`config.mk`:
```
export PLATFORM = sky130hd
export DESIGN_NAME = record_table_sort_search
export DESIGN_NICKNAME = d
export VERILOG_FILES = /design/src/rtss_pkg.sv /design/src/rtss_front.sv /design/src/rtss_cmd_queue.sv /design/src/rtss_engine.sv /design/src/record_table_sort_search.sv
export SDC_FILE = /design/constraint.sdc
export NUM_CORES = 1
export LEC_CHECK = 0
export ABC_AREA = 1
export ABC_CLOCK_PERIOD_IN_PS = 10300
export BUFFER_PORTS_ARGS = -buffer_cell sky130_fd_sc_hd__buf_4
export CAP_MARGIN = 20
export CORE_MARGIN = 2
export CORE_UTILIZATION = 50
export DETAILED_ROUTE_END_ITERATION = 10
export HOLD_SLACK_MARGIN = 0.1
export PLACE_DENSITY = 0.66
export SYNTH_ARGS = -nofsm -noshare
export SYNTH_HDL_FRONTEND = slang
export SYNTH_SLANG_ARGS = --single-unit
```
`constraint.sdc`:
```
create_clock -name clk -period 10.3 [get_ports clk]
set_input_delay 1.545 -clock clk [delete_from_list [all_inputs] [get_ports clk]]
set_output_delay 1.545 -clock clk [all_outputs]
set_load 0.02 [all_outputs]
```
`src/rtss_pkg.sv`:
```
// Shared types and constants of the record table sort and search block.
// Used by the front decoder, the command queue, the table engine and the top level.
// No dependencies.
`timescale 1ns / 1ps

package rtss_pkg;

    // Field widths of the input and result items.
    localparam int MODE_W  = 2;
    localparam int SCORE_W = 32;
    localparam int TAG_W   = 16;
    localparam int KIND_W  = 2;
    localparam int RANK_W  = 4;

    // Packed stream widths, rounded up to whole bytes.
    localparam int IN_DATA_W  = 48;
    localparam int OUT_DATA_W = 56;

    // Default number of table rows.
    localparam int TABLE_DEPTH_DEF = 16;

    // Entries of the command queue between front and back.
    localparam int QUEUE_DEPTH = 4;

    // Request modes on the input tuser.
    localparam logic [MODE_W-1:0] MODE_APPEND = 2'd0;
    localparam logic [MODE_W-1:0] MODE_SORT   = 2'd1;
    localparam logic [MODE_W-1:0] MODE_FIND   = 2'd2;

    // Result kinds on the output tuser.
    localparam logic [KIND_W-1:0] KIND_ROW    = 2'd0;
    localparam logic [KIND_W-1:0] KIND_FIND   = 2'd1;
    localparam logic [KIND_W-1:0] KIND_REJECT = 2'd2;

    // Decoded operation handed from the front to the engine.
    typedef enum logic [1:0] {
        OP_APPEND,
        OP_SORT,
        OP_FIND
    } op_t;

    typedef struct packed {
        op_t                       op;
        logic signed [SCORE_W-1:0] score;
        logic [TAG_W-1:0]          tag;
    } cmd_t;

    typedef struct packed {
        logic [KIND_W-1:0]         kind;
        logic [RANK_W-1:0]         rank;
        logic signed [SCORE_W-1:0] score;
        logic [TAG_W-1:0]          tag;
        logic                      found;
        logic                      last;
    } out_item_t;

endpackage

```
`src/rtss_front.sv`:
```
// Front end: accepts input requests and turns them into engine commands.
// Depends on rtss_pkg; feeds rtss_cmd_queue.
`timescale 1ns / 1ps

module rtss_front (
    input  logic                         s_tvalid,
    output logic                         s_tready,
    input  logic [rtss_pkg::IN_DATA_W-1:0] s_tdata,  // score[31:0], tag[47:32]
    input  logic [rtss_pkg::MODE_W-1:0]  s_tuser,    // mode[1:0]
    output logic                         push_valid,
    input  logic                         push_ready,
    output rtss_pkg::cmd_t               push_cmd
);
    import rtss_pkg::*;

    logic keep;

    // Unused modes are taken from the bus and dropped without a command.
    always_comb
    begin
        keep           = 1'b1;
        push_cmd.op    = OP_APPEND;
        push_cmd.score = $signed(s_tdata[SCORE_W-1:0]);
        push_cmd.tag   = s_tdata[SCORE_W+TAG_W-1:SCORE_W];
        unique case (s_tuser)
            MODE_APPEND: push_cmd.op = OP_APPEND;
            MODE_SORT:   push_cmd.op = OP_SORT;
            MODE_FIND:   push_cmd.op = OP_FIND;
            default:     keep        = 1'b0;
        endcase
    end

    // A request is taken whenever the queue has room.
    assign s_tready   = push_ready;
    assign push_valid = s_tvalid && keep;

endmodule

```
`src/rtss_cmd_queue.sv`:
```
// Short command queue between the front decoder and the table engine.
// Depends on rtss_pkg.
`timescale 1ns / 1ps

module rtss_cmd_queue (
    input  logic           clk,
    input  logic           rst_n,
    input  logic           push_valid,
    output logic           push_ready,
    input  rtss_pkg::cmd_t push_cmd,
    output logic           pop_valid,
    input  logic           pop_ready,
    output rtss_pkg::cmd_t pop_cmd
);
    import rtss_pkg::*;

    localparam int PTR_W = $clog2(QUEUE_DEPTH);
    localparam int CNT_W = $clog2(QUEUE_DEPTH + 1);

    cmd_t             entry_reg [QUEUE_DEPTH];
    logic [PTR_W-1:0] wr_ptr_reg;
    logic [PTR_W-1:0] rd_ptr_reg;
    logic [CNT_W-1:0] fill_reg;
    logic             do_push;
    logic             do_pop;

    assign push_ready = (fill_reg != CNT_W'(QUEUE_DEPTH));
    assign pop_valid  = (fill_reg != '0);
    assign pop_cmd    = entry_reg[rd_ptr_reg];
    assign do_push    = push_valid && push_ready;
    assign do_pop     = pop_valid && pop_ready;

    // Pointers and fill level.
    always_ff @(posedge clk or negedge rst_n)
    begin
        if (!rst_n)
        begin
            wr_ptr_reg <= '0;
            rd_ptr_reg <= '0;
            fill_reg   <= '0;
        end
        else
        begin
            if (do_push)
                wr_ptr_reg <= PTR_W'((32'(wr_ptr_reg) + 1) % QUEUE_DEPTH);
            if (do_pop)
                rd_ptr_reg <= PTR_W'((32'(rd_ptr_reg) + 1) % QUEUE_DEPTH);
            if (do_push && !do_pop)
                fill_reg <= fill_reg + CNT_W'(1);
            else if (do_pop && !do_push)
                fill_reg <= fill_reg - CNT_W'(1);
        end
    end

    // Queue storage.
    always_ff @(posedge clk)
    begin
        if (do_push)
            entry_reg[wr_ptr_reg] <= push_cmd;
    end

endmodule

```
`src/rtss_engine.sv`:
```
// Table engine: holds the record memory and carries out append, sort and find.
// Depends on rtss_pkg; fed by rtss_cmd_queue, drives the result register.
`timescale 1ns / 1ps

module rtss_engine #(
    parameter int TABLE_DEPTH = rtss_pkg::TABLE_DEPTH_DEF
) (
    input  logic                clk,
    input  logic                rst_n,
    input  logic                cmd_valid,
    output logic                cmd_ready,
    input  rtss_pkg::cmd_t      cmd,
    output logic                out_valid,
    input  logic                out_ready,
    output rtss_pkg::out_item_t out_item
);
    import rtss_pkg::*;

    localparam int IDX_W = $clog2(TABLE_DEPTH);
    localparam int CNT_W = $clog2(TABLE_DEPTH + 1);

    typedef enum logic [2:0] {
        S_IDLE,
        S_REJECT,
        S_SORT_LOAD,
        S_SORT_CMP,
        S_SORT_WB,
        S_EMIT,
        S_FIND_CMP,
        S_FIND_OUT
    } state_t;

    state_t                    state_reg;
    logic [CNT_W-1:0]          count_reg;
    logic [IDX_W-1:0]          i_reg;
    logic [IDX_W-1:0]          j_reg;
    logic signed [SCORE_W-1:0] pivot_score_reg;
    logic [TAG_W-1:0]          pivot_tag_reg;
    logic [TAG_W-1:0]          find_tag_reg;
    logic                      hit_reg;
    out_item_t                 out_reg;
    logic                      out_valid_reg;

    // Record memory with one write and one registered read port.
    logic signed [SCORE_W-1:0] score_mem [TABLE_DEPTH];
    logic [TAG_W-1:0]          tag_mem [TABLE_DEPTH];
    logic signed [SCORE_W-1:0] rd_score_reg;
    logic [TAG_W-1:0]          rd_tag_reg;

    logic                      rd_en;
    logic [IDX_W-1:0]          rd_addr;
    logic                      wr_en;
    logic [IDX_W-1:0]          wr_addr;
    logic signed [SCORE_W-1:0] wr_score;
    logic [TAG_W-1:0]          wr_tag;

    logic                      table_full;
    logic                      table_empty;
    logic [IDX_W-1:0]          last_idx;
    logic                      j_last;
    logic                      i_last;
    logic                      swap;
    logic                      out_room;
    logic                      out_load;

    assign table_full  = (count_reg >= CNT_W'(TABLE_DEPTH));
    assign table_empty = (count_reg == '0);
    assign last_idx    = IDX_W'(count_reg - CNT_W'(1));
    assign j_last      = (j_reg == last_idx);
    assign i_last      = (i_reg == last_idx);
    assign out_room    = !out_valid_reg || out_ready;
    assign cmd_ready   = (state_reg == S_IDLE);

    // A new result enters the output register in the states that emit one.
    assign out_load = out_room && ((state_reg == S_REJECT) || (state_reg == S_EMIT) ||
                                   (state_reg == S_FIND_OUT));

    // The held row never swaps with its own stale copy in memory.
    assign swap = (j_reg != i_reg) && (pivot_score_reg > rd_score_reg);

    assign out_valid = out_valid_reg;
    assign out_item  = out_reg;

    // Memory port control for each step of the sequencer.
    always_comb
    begin
        rd_en    = 1'b0;
        rd_addr  = '0;
        wr_en    = 1'b0;
        wr_addr  = '0;
        wr_score = pivot_score_reg;
        wr_tag   = pivot_tag_reg;
        unique case (state_reg)
            S_IDLE:
            begin
                if (cmd_valid)
                begin
                    unique case (cmd.op)
                        OP_APPEND:
                        begin
                            wr_en    = !table_full;
                            wr_addr  = count_reg[IDX_W-1:0];
                            wr_score = cmd.score;
                            wr_tag   = cmd.tag;
                        end
                        OP_SORT, OP_FIND:
                            rd_en = !table_empty;
                        default: ;
                    endcase
                end
            end
            S_SORT_LOAD:
                rd_en = 1'b1;
            S_SORT_CMP:
            begin
                wr_en   = swap;
                wr_addr = j_reg;
                rd_en   = !j_last;
                rd_addr = IDX_W'(j_reg + 1'b1);
            end
            S_SORT_WB:
            begin
                wr_en   = 1'b1;
                wr_addr = i_reg;
                rd_en   = 1'b1;
                rd_addr = i_last ? '0 : IDX_W'(i_reg + 1'b1);
            end
            S_EMIT:
            begin
                rd_en   = out_room && !j_last;
                rd_addr = IDX_W'(j_reg + 1'b1);
            end
            S_FIND_CMP:
            begin
                rd_en   = (rd_tag_reg != find_tag_reg) && !j_last;
                rd_addr = IDX_W'(j_reg + 1'b1);
            end
            default: ;
        endcase
    end

    // Memory write and registered read.
    always_ff @(posedge clk)
    begin
        if (wr_en)
        begin
            score_mem[wr_addr] <= wr_score;
            tag_mem[wr_addr]   <= wr_tag;
        end
        if (rd_en)
        begin
            rd_score_reg <= score_mem[rd_addr];
            rd_tag_reg   <= tag_mem[rd_addr];
        end
    end

    // Sequencer, counters and result register.
    always_ff @(posedge clk or negedge rst_n)
    begin
        if (!rst_n)
        begin
            state_reg     <= S_IDLE;
            count_reg     <= '0;
            i_reg         <= '0;
            j_reg         <= '0;
            hit_reg       <= 1'b0;
            out_valid_reg <= 1'b0;
        end
        else
        begin
            if (out_load)
                out_valid_reg <= 1'b1;
            else if (out_ready)
                out_valid_reg <= 1'b0;
            unique case (state_reg)
                S_IDLE:
                begin
                    if (cmd_valid)
                    begin
                        i_reg        <= '0;
                        j_reg        <= '0;
                        find_tag_reg <= cmd.tag;
                        unique case (cmd.op)
                            OP_APPEND:
                            begin
                                if (table_full)
                                    state_reg <= S_REJECT;
                                else
                                    count_reg <= count_reg + CNT_W'(1);
                            end
                            OP_SORT:
                            begin
                                if (!table_empty)
                                    state_reg <= S_SORT_LOAD;
                            end
                            OP_FIND:
                            begin
                                hit_reg <= 1'b0;
                                if (table_empty)
                                    state_reg <= S_FIND_OUT;
                                else
                                    state_reg <= S_FIND_CMP;
                            end
                            default: ;
                        endcase
                    end
                end
                S_REJECT:
                begin
                    if (out_room)
                    begin
                        out_reg   <= '{KIND_REJECT, '0, '0, '0, 1'b0, 1'b1};
                        state_reg <= S_IDLE;
                    end
                end
                // Row i moves into the pivot register; the inner pass starts at row 0.
                S_SORT_LOAD:
                begin
                    pivot_score_reg <= rd_score_reg;
                    pivot_tag_reg   <= rd_tag_reg;
                    j_reg           <= '0;
                    state_reg       <= S_SORT_CMP;
                end
                // Compare the pivot with row j; a larger pivot trades places with it.
                S_SORT_CMP:
                begin
                    if (swap)
                    begin
                        pivot_score_reg <= rd_score_reg;
                        pivot_tag_reg   <= rd_tag_reg;
                    end
                    if (j_last)
                        state_reg <= S_SORT_WB;
                    else
                        j_reg <= IDX_W'(j_reg + 1'b1);
                end
                // The pivot returns to row i; then the next pivot or the emit pass.
                S_SORT_WB:
                begin
                    if (i_last)
                    begin
                        j_reg     <= '0;
                        state_reg <= S_EMIT;
                    end
                    else
                    begin
                        i_reg     <= IDX_W'(i_reg + 1'b1);
                        state_reg <= S_SORT_LOAD;
                    end
                end
                S_EMIT:
                begin
                    if (out_room)
                    begin
                        out_reg <= '{KIND_ROW, RANK_W'(j_reg), rd_score_reg,
                                     rd_tag_reg, 1'b0, j_last};
                        if (j_last)
                            state_reg <= S_IDLE;
                        else
                            j_reg <= IDX_W'(j_reg + 1'b1);
                    end
                end
                // Scan rows in table order until the first tag match.
                S_FIND_CMP:
                begin
                    if (rd_tag_reg == find_tag_reg)
                    begin
                        hit_reg   <= 1'b1;
                        state_reg <= S_FIND_OUT;
                    end
                    else if (j_last)
                        state_reg <= S_FIND_OUT;
                    else
                        j_reg <= IDX_W'(j_reg + 1'b1);
                end
                S_FIND_OUT:
                begin
                    if (out_room)
                    begin
                        out_reg <= '{KIND_FIND, '0,
                                     hit_reg ? rd_score_reg : '0,
                                     hit_reg ? rd_tag_reg : '0,
                                     hit_reg, 1'b1};
                        state_reg <= S_IDLE;
                    end
                end
                default:
                    state_reg <= S_IDLE;
            endcase
        end
    end

endmodule

```
`src/record_table_sort_search.sv`:
```
// Top level of the record table sort and search block.
// Depends on rtss_pkg, rtss_front, rtss_cmd_queue and rtss_engine.
//
// Requests arrive on the s_ stream: tuser carries the mode (append, sort and
// emit, find by tag), tdata the score and tag. Results leave on the m_ stream:
// tuser carries the kind (table row, find answer, append rejected), tdata the
// rank, score, tag and found flag, and tlast marks the final result of a request.
// A front decoder drops unused modes and places commands in a four-entry queue,
// so requests are taken while the engine is still busy.
// Append writes the next free row; a full table gives one rejected result.
// Find scans rows in order, one per cycle.
// Sort holds one row in a pivot register and sweeps all rows against it through
// the single-read memory port, then emits the rows one per cycle while the
// receiver keeps tready high.
// Results leave through an output register; when the receiver holds tready low
// the engine waits with the next result and the queue keeps taking requests
// until it is full. Reset empties the table and the queue; no clearing pass
// is needed since only filled rows are read.
`timescale 1ns / 1ps

module record_table_sort_search #(
    parameter int TABLE_DEPTH = rtss_pkg::TABLE_DEPTH_DEF
) (
    input  logic                            clk,
    input  logic                            rst_n,
    input  logic                            s_tvalid,
    output logic                            s_tready,
    input  logic [rtss_pkg::IN_DATA_W-1:0]  s_tdata,  // score[31:0], tag[47:32]
    input  logic [rtss_pkg::MODE_W-1:0]     s_tuser,  // mode[1:0]
    output logic                            m_tvalid,
    input  logic                            m_tready,
    // rank[3:0], row_score[35:4], row_tag[51:36], found[52], zero fill[55:53]
    output logic [rtss_pkg::OUT_DATA_W-1:0] m_tdata,
    output logic [rtss_pkg::KIND_W-1:0]     m_tuser,  // kind[1:0]
    output logic                            m_tlast
);
    import rtss_pkg::*;

    localparam int OUT_USED_W = RANK_W + SCORE_W + TAG_W + 1;

    logic      push_valid;
    logic      push_ready;
    cmd_t      push_cmd;
    logic      cmd_valid;
    logic      cmd_ready;
    cmd_t      cmd;
    out_item_t out_item;

    rtss_front u_front (
        .s_tvalid   (s_tvalid),
        .s_tready   (s_tready),
        .s_tdata    (s_tdata),
        .s_tuser    (s_tuser),
        .push_valid (push_valid),
        .push_ready (push_ready),
        .push_cmd   (push_cmd)
    );

    rtss_cmd_queue u_queue (
        .clk        (clk),
        .rst_n      (rst_n),
        .push_valid (push_valid),
        .push_ready (push_ready),
        .push_cmd   (push_cmd),
        .pop_valid  (cmd_valid),
        .pop_ready  (cmd_ready),
        .pop_cmd    (cmd)
    );

    rtss_engine #(
        .TABLE_DEPTH (TABLE_DEPTH)
    ) u_engine (
        .clk       (clk),
        .rst_n     (rst_n),
        .cmd_valid (cmd_valid),
        .cmd_ready (cmd_ready),
        .cmd       (cmd),
        .out_valid (m_tvalid),
        .out_ready (m_tready),
        .out_item  (out_item)
    );

    // Pack the result fields onto the stream.
    assign m_tdata = {{(OUT_DATA_W - OUT_USED_W){1'b0}}, out_item.found, out_item.tag,
                      out_item.score, out_item.rank};
    assign m_tuser = out_item.kind;
    assign m_tlast = out_item.last;

endmodule
```
==> impl_results.md, run 1 <==
- Worst hold path cell count: 0
- Wirelength, routed: 118 mm
- Initial antenna violation count: 3
- Synthesized area: 49300 um^2
- Status: complete, no violations
- I/O pin count: 115
- Vias in the first global route: around 30000
- Final net count: between 4000 and 5000
- Buffers & Inverters on Critical Path: 5
- CP endpoint kind: flip-flop
- Starting Density: 0.503
- Hold buffers post-CTS: 0
- Gp weighted congestion: approximately 0.84
- DR iter-0 viols: 3258
- First-pass iteration count of the detailed router: 6
- VDD IR max: 0.233 mV
- Worst Hold Class: reg -> reg
- Top cells by area, synth: edfxtp_1 69%, nand3_1 8.9%, nand2_1 7.4%, inv_1 3.7%, buf_2 1.6%
- Worst Hold Launch: u_engine.rd_score_reg[6]
- CP Launch Type: flip-flop
- Area delta synth->final: 11.2%
- Post-synth EDFFs: 1136
- Async S/R FF share, synth: 0.0215
- R2r setup slk: approximately 5 ns
- Count of state elements after synthesis: 1161
- ANT nets after route: 0
- Fmax: about 180 MHz
- Largest net degree at the start of global routing: 202
- Number of non-filler instances in the completed layout: 5733
- Die ar.: 101000 um^2
- Power Total: 15800 uW
- CP delay by family, top: buffers and inverters
- Sequential area share after synthesis: 0.704
- Slew Limit Fails: 0
- CTS root buf: clkbuf_16
- Global-route wire length before repair: 179 mm
- Worst Path Required: about 11 ns
- HPWL Detailed: 65.6 mm
- Cells along the critical path: inv_2 -> nand2_1 -> a32oi_1 -> inv_1 -> ha_1 -> inv_1 -> nor2_4 -> buf_4 -> a21oi_1 -> nor2_1 -> nand2_1 -> a21oi_4 -> buf_4
- Final setup violation count: 0
- Final Instance Area: 54900 um^2
- Syn avg cell area: 11.4 um^2
- Share of the synthesized area in the top cell type: 0.692
- # clock sinks: 1161
- Crit path max-delay cell type: dfrtp_4
- Setup TNS: 0 ns
- Core Area: 98100 um^2
- Max-cap viol count: 0
- Fraction of final layout cells with drive strength greater than 1: 0.0920
- Clock buffer depth: 3
- # DRC: 0
- Critical path peak fanout: a little over 100
- Routed length per placed instance: 20.5 um
- RR Startpoint: u_queue.rd_ptr_reg[0]
- Leak pwr: 0.0214 uW
- Worst Hold Endpoint: u_engine.pivot_score_reg[6]
- Cell Area, Placed: 51300 um^2
- Fin crit period: 5.42 ns
- Synth warn: 0
- Vias per cell: ~5.5
- Cells after synthesis: 4322
- Post-CTS Setup Bufs: 0
- RR Endpoint: u_engine.score_mem[11][20]
- Crit-path max cell delay: 1.11 ns
- H-tree levels: 3
- Detailed-route via count: 31600
- Total CTS buffers: between 100 and 150
- CP arrival: 5.73 ns
- I/O Buffers: 111
- Commonest non-fill, non-tap cell in the layout: edfxtp_1
- Least-Margin Pin Slew: 1.11 ns
- Area leader, netlist: edfxtp_1
- Max_slew headroom: 0.257
- Kind of critical path: reg -> reg
- Unrepaired setup endpoints after global routing: false
- Hold Fails Final Rpt: 0
- Die Width: about 320 um
- Gr usage total: 0.229
- Layout Skew: between 0.02 and 0.025 ns
- Die Y: 318 um
- DP Cell Count: 5524
- Row Count: 115
- PD cells: 288 nW/um^2
- Most frequent cells in the layout: 1136 x edfxtp_1, 966 x nand2_1, 879 x nand3_1
- Clk slew on worst S/H paths: about 0.06 ns
- Final period utilization: 0.526
- Number of flip-flops under the largest register name: between 500 and 600
- Post-cts resize count: 0
- CTS tree: built
- Clock latency on the worst-skew pair: 0.69 ns
- Top_reg_cell synth: edfxtp_1
- Yosys cell types: 37
- GR Overflow Total: 0
- Path depth of the worst reg2reg path: 13
[kinds of logic after synthesis]
kind of cell / share of synthesized area
XOR/XNOR: 0.00568
buffers and inverters: 0.0630
adder cells (fa/ha/maj): 0.0121
AND/OR/NAND/NOR: 0.182
AO/OA/AOI/OAI: 0.0254
multiplexers: 0.00731
flip-flops: 0.704
other: 0.0000760
[report_power, final]
group	leakage, uW	internal (uW)	switching, uW
registers	0.0106	6360	345
logic	0.00898	1350	3720
clock network	0.00176	2280	1720
total	0.0214	10000	5790
[Yosys cell counts, types with 25 or more instances]
cell type and instances:
nand2_1 966, dfrtp_1 25, mux2_2 32, a21oi_1 50
o21ai_0 117, o22ai_1 52, buf_2 153, nor2_1 196
edfxtp_1 1136, nand3_1 880, clkbuf_1 53, buf_4 32
inv_1 486, ha_1 46
[metrics by stage]
stage	setup WS [ns]	hold WS (ns)	utilization
floorplan	4.33	0.426	-
global placement	5.01	0.430	0.522
detailed placement	4.89	0.433	0.522
CTS	4.87	0.447	0.559
global route	4.43	0.466	0.559
finish	4.88	0.449	0.559
[cell type report]
class / count / area [um^2]
Antenna cell: 1 / 2.50
Fill cell: 7921 / 43300
Clock buffer: 139 / 2960
Tap cell: 1287 / 1610
Sequential cell: 1161 / 34700
Clock inverter: 68 / 629
Multi-Input combinational cell: 2418 / 11800
Timing Repair Buffer: 160 / 1230
Inverter: 499 / 1880
[how the worst max path moves through the flow]
stage | slack [ns] | start | cells past startpoint | to
floorplan | 4.33 | m_tready | 2 | u_engine.out_item[0]
global placement | 5.01 | u_queue.rd_ptr_reg[0] | 13 | u_engine.score_mem[7][26]
detailed placement | 4.89 | u_queue.rd_ptr_reg[0] | 13 | u_engine.score_mem[11][10]
CTS | 4.87 | u_queue.rd_ptr_reg[0] | 13 | u_engine.score_mem[11][10]
global route | 4.43 | u_queue.rd_ptr_reg[0] | 13 | u_engine.score_mem[11][10]
finish | 4.88 | u_queue.rd_ptr_reg[0] | 13 | u_engine.score_mem[11][20]
[routing by layer]
metal  part of all wire  track usage  up-vias
met5                  0            0        -
met4              0.019       0.0614        0
met3              0.086       0.0422      146
met2               0.46        0.359     1172
met1               0.43        0.332    15400
li1                   -            -    14900
[worst register-to-register path, delay by kind of cell, from the launching register on]
family	cells	cell delay (ns)
adder cells (fa/ha/maj)	1	0.19
buffers and inverters	5	1.98
flip-flops	1	1.11
AO/OA/AOI/OAI	3	1.03
AND/OR/NAND/NOR	4	0.72
No activity file was read; power rests on OpenSTA's default activity.
==> inputs of run 2 (changes only) <==
- ABC_CLOCK_PERIOD_IN_PS: 10300 -> 5390
- clock period: 10.3 -> 5.39 ns (I/O delays scaled with it)
==> run 2 against run 1 <==
Register-to-register slack worse by 3.7 ns. Count of clock-buffer cells in the layout is the same. Sequential cell count stayed put. Routed wire length increased by 2.6%. Sequential power up 88%. Largest power group unchanged.
==> impl_results.md, run 2 (same netlist as run 1, synthesis figures left out) <==
- Gp weighted congestion: 0.830
- Critical path's most frequent cell: nand2_1
- Final setup violation count: 0
- CP delay by family, top: simple AND/OR/NAND/NOR gates
- Worst Hold Launch: s_tdata[27]
- Leak pwr: roughly 0.021 uW
- Worst Hold Class: in -> reg
- Cells along the critical path: inv_2 -> ha_1 -> inv_1 -> nand2_1 -> nand4_1 -> nor2_2 -> nand2_2 -> nand2_1 -> nand2_8 -> inv_6 -> buf_12 -> nand2_1 -> nand3_1 -> nand3_1 -> nand2_1
- Global-route wire length before repair: 183 mm
- Most frequent cells in the layout: 1136 x edfxtp_1, 966 x nand2_1, 879 x nand3_1
- CP Launch Type: flip-flop
- Gr usage total: 0.236
- Worst Path Required: between 5 and 6 ns
- Combinational share of power: 0.332
- Area delta synth->final: 11.8%
- Fmax: 239 MHz
- Die Y: approximately 320 um
- Routed length per placed instance: 21.0 um
- Row Count: roughly 120
- I/O pin count: 115
- Status: complete, no violations
- Pre-CTS setup slack: 1.28 ns
- PD cells: 550 nW/um^2
- Fin crit period: 4.18 ns
- Worst Hold Endpoint: u_queue.entry_reg[3][43]
- CP endpoint kind: flip-flop
- CTS tree: built
- Starting Density: 0.503
- First-pass iteration count of the detailed router: 6
- # DRC: 0
- Final worst slack: 1.21 ns
- Clk slew on worst S/H paths: around 0.060 ns
- Kind of critical path: reg -> reg
- ANT nets after route: 0
- Post-CTS Setup Bufs: 0
- Slew Limit Fails: 0
- Vias per cell: 5.52
- Clk pwr share: 0.252
- HPWL Detailed: 65.2 mm
- Fraction of final layout cells with drive strength greater than 1: 0.0942
- Worst hold path cell count: 1
- Number of flip-flops under the largest register name: 512
- Buffers & Inverters on Critical Path: 4
- I/O Buffers: 111
- Setup TNS: 0 ns
- Final period utilization: 0.776
- Post-cts resize count: 0
- Layout Skew: 0.0257 ns
- # clock sinks: 1161
- RR Endpoint: u_engine.rd_score_reg[19]
- Total CTS buffers: 113
- CTS root buf: clkbuf_16
- Clock latency on the worst-skew pair: 0.70 ns
- H-tree levels: 3
- DR iter-0 viols: roughly 3500
- Unrepaired setup endpoints after global routing: false
- Net switching power: 11200 uW
- Crit-path max cell delay: 0.81 ns
- Filler instances: 7926
- Wirelength, routed: between 100 and 150 mm
- Die Width: 318 um
- VDD IR max: 0.461 mV
- Least-Margin Pin Slew: 1.10 ns
- Vias in the first global route: 29800
- Max_slew headroom: 0.269
- Largest net degree at the start of global routing: 202
- Crit path max-delay cell type: inv_6
- R2r setup slk: 1.21 ns
- Critical path peak fanout: 90
- Power Total: ~30000 uW
- RR Startpoint: u_engine.count_reg[0]
- Sw Share: 0.368
- Seq pwr share: 0.417
- Int Power: 19200 uW
- Path depth of the worst reg2reg path: 15
- Final net count: 4468
- CP arrival: 4.64 ns
- Initial antenna violation count: 5
- Die ar.: 101000 um^2
- GR Overflow Total: 0
- Detailed-route via count: 31800
- Max-cap viol count: 0
- Hold Fails Final Rpt: 0
- Clock buffer depth: 3
- Core Area: 98100 um^2
- Commonest non-fill, non-tap cell in the layout: edfxtp_1
## run 2: worst max path at each step
stage	from	end	slack, ns	cells past startpoint
finish	u_engine.count_reg[0]	u_engine.rd_score_reg[19]	1.21	15
global route	u_engine.count_reg[0]	u_engine.rd_score_reg[19]	0.94	15
CTS	u_engine.count_reg[0]	u_engine.rd_score_reg[23]	1.26	15
detailed placement	u_engine.count_reg[0]	u_engine.rd_score_reg[23]	1.28	15
global placement	u_engine.count_reg[0]	u_engine.rd_score_reg[23]	1.30	15
floorplan	m_tready	u_engine.out_item[0]	0.16	2
## run 2: area by class of cell
class,count,area (um^2),area share
sequential,1161,34700,0.630
clock inverter,69,602,0.0109
antenna,1,2.50,0.0000454
tap,1287,1610,0.0292
multi-input combinational,2418,11800,0.214
inverter,499,1880,0.0341
clock buffer,139,2970,0.0538
timing repair buffer,174,1550,0.0280
## run 2: layer usage
metal | part of all wire | vias up | wire, um | global-route usage
met1 | 0.43 | 15400 | 52100 | 0.344
met3 | 0.083 | 170 | 9950 | 0.0333
met5 | 0.00011 | - | 13 | 0
li1 | - | 14900 | - | -
met2 | 0.47 | 1262 | 56300 | 0.376
met4 | 0.018 | 2 | 2180 | 0.0582
## run 2: power by group through the flow
stage	Combinational [uW]	Clock, uW	Sequential [uW]
finish	10100	7630	12600
global placement	9830	0	12800
floorplan	6680	0	12800
CTS	10000	7730	12600
detailed placement	9950	0	12800
global route	11100	8130	12700
## run 2: what timing repair did
| item | 4_1_cts | 5_1_grt |
|---|---|---|
| endpoints found under the setup margin | 0 | 0 |
| hold endpoints to repair | 25 | 0 |
| hold buffers | 1 | 0 |
## run 2: stage by stage
stage | std cells | utilization | hold WS, ns | instance area [um^2]
2_1_floorplan | 4324 | - | 0.426 | 49300
3_3_place_gp | 5538 | 0.526 | 0.429 | 51600
3_5_place_dp | 5538 | 0.526 | 0.433 | 51600
4_1_cts | 5747 | 0.562 | 0.288 | 55200
5_1_grt | 5747 | 0.562 | 0.302 | 55200
6_report | 5748 | 0.562 | 0.323 | 55200
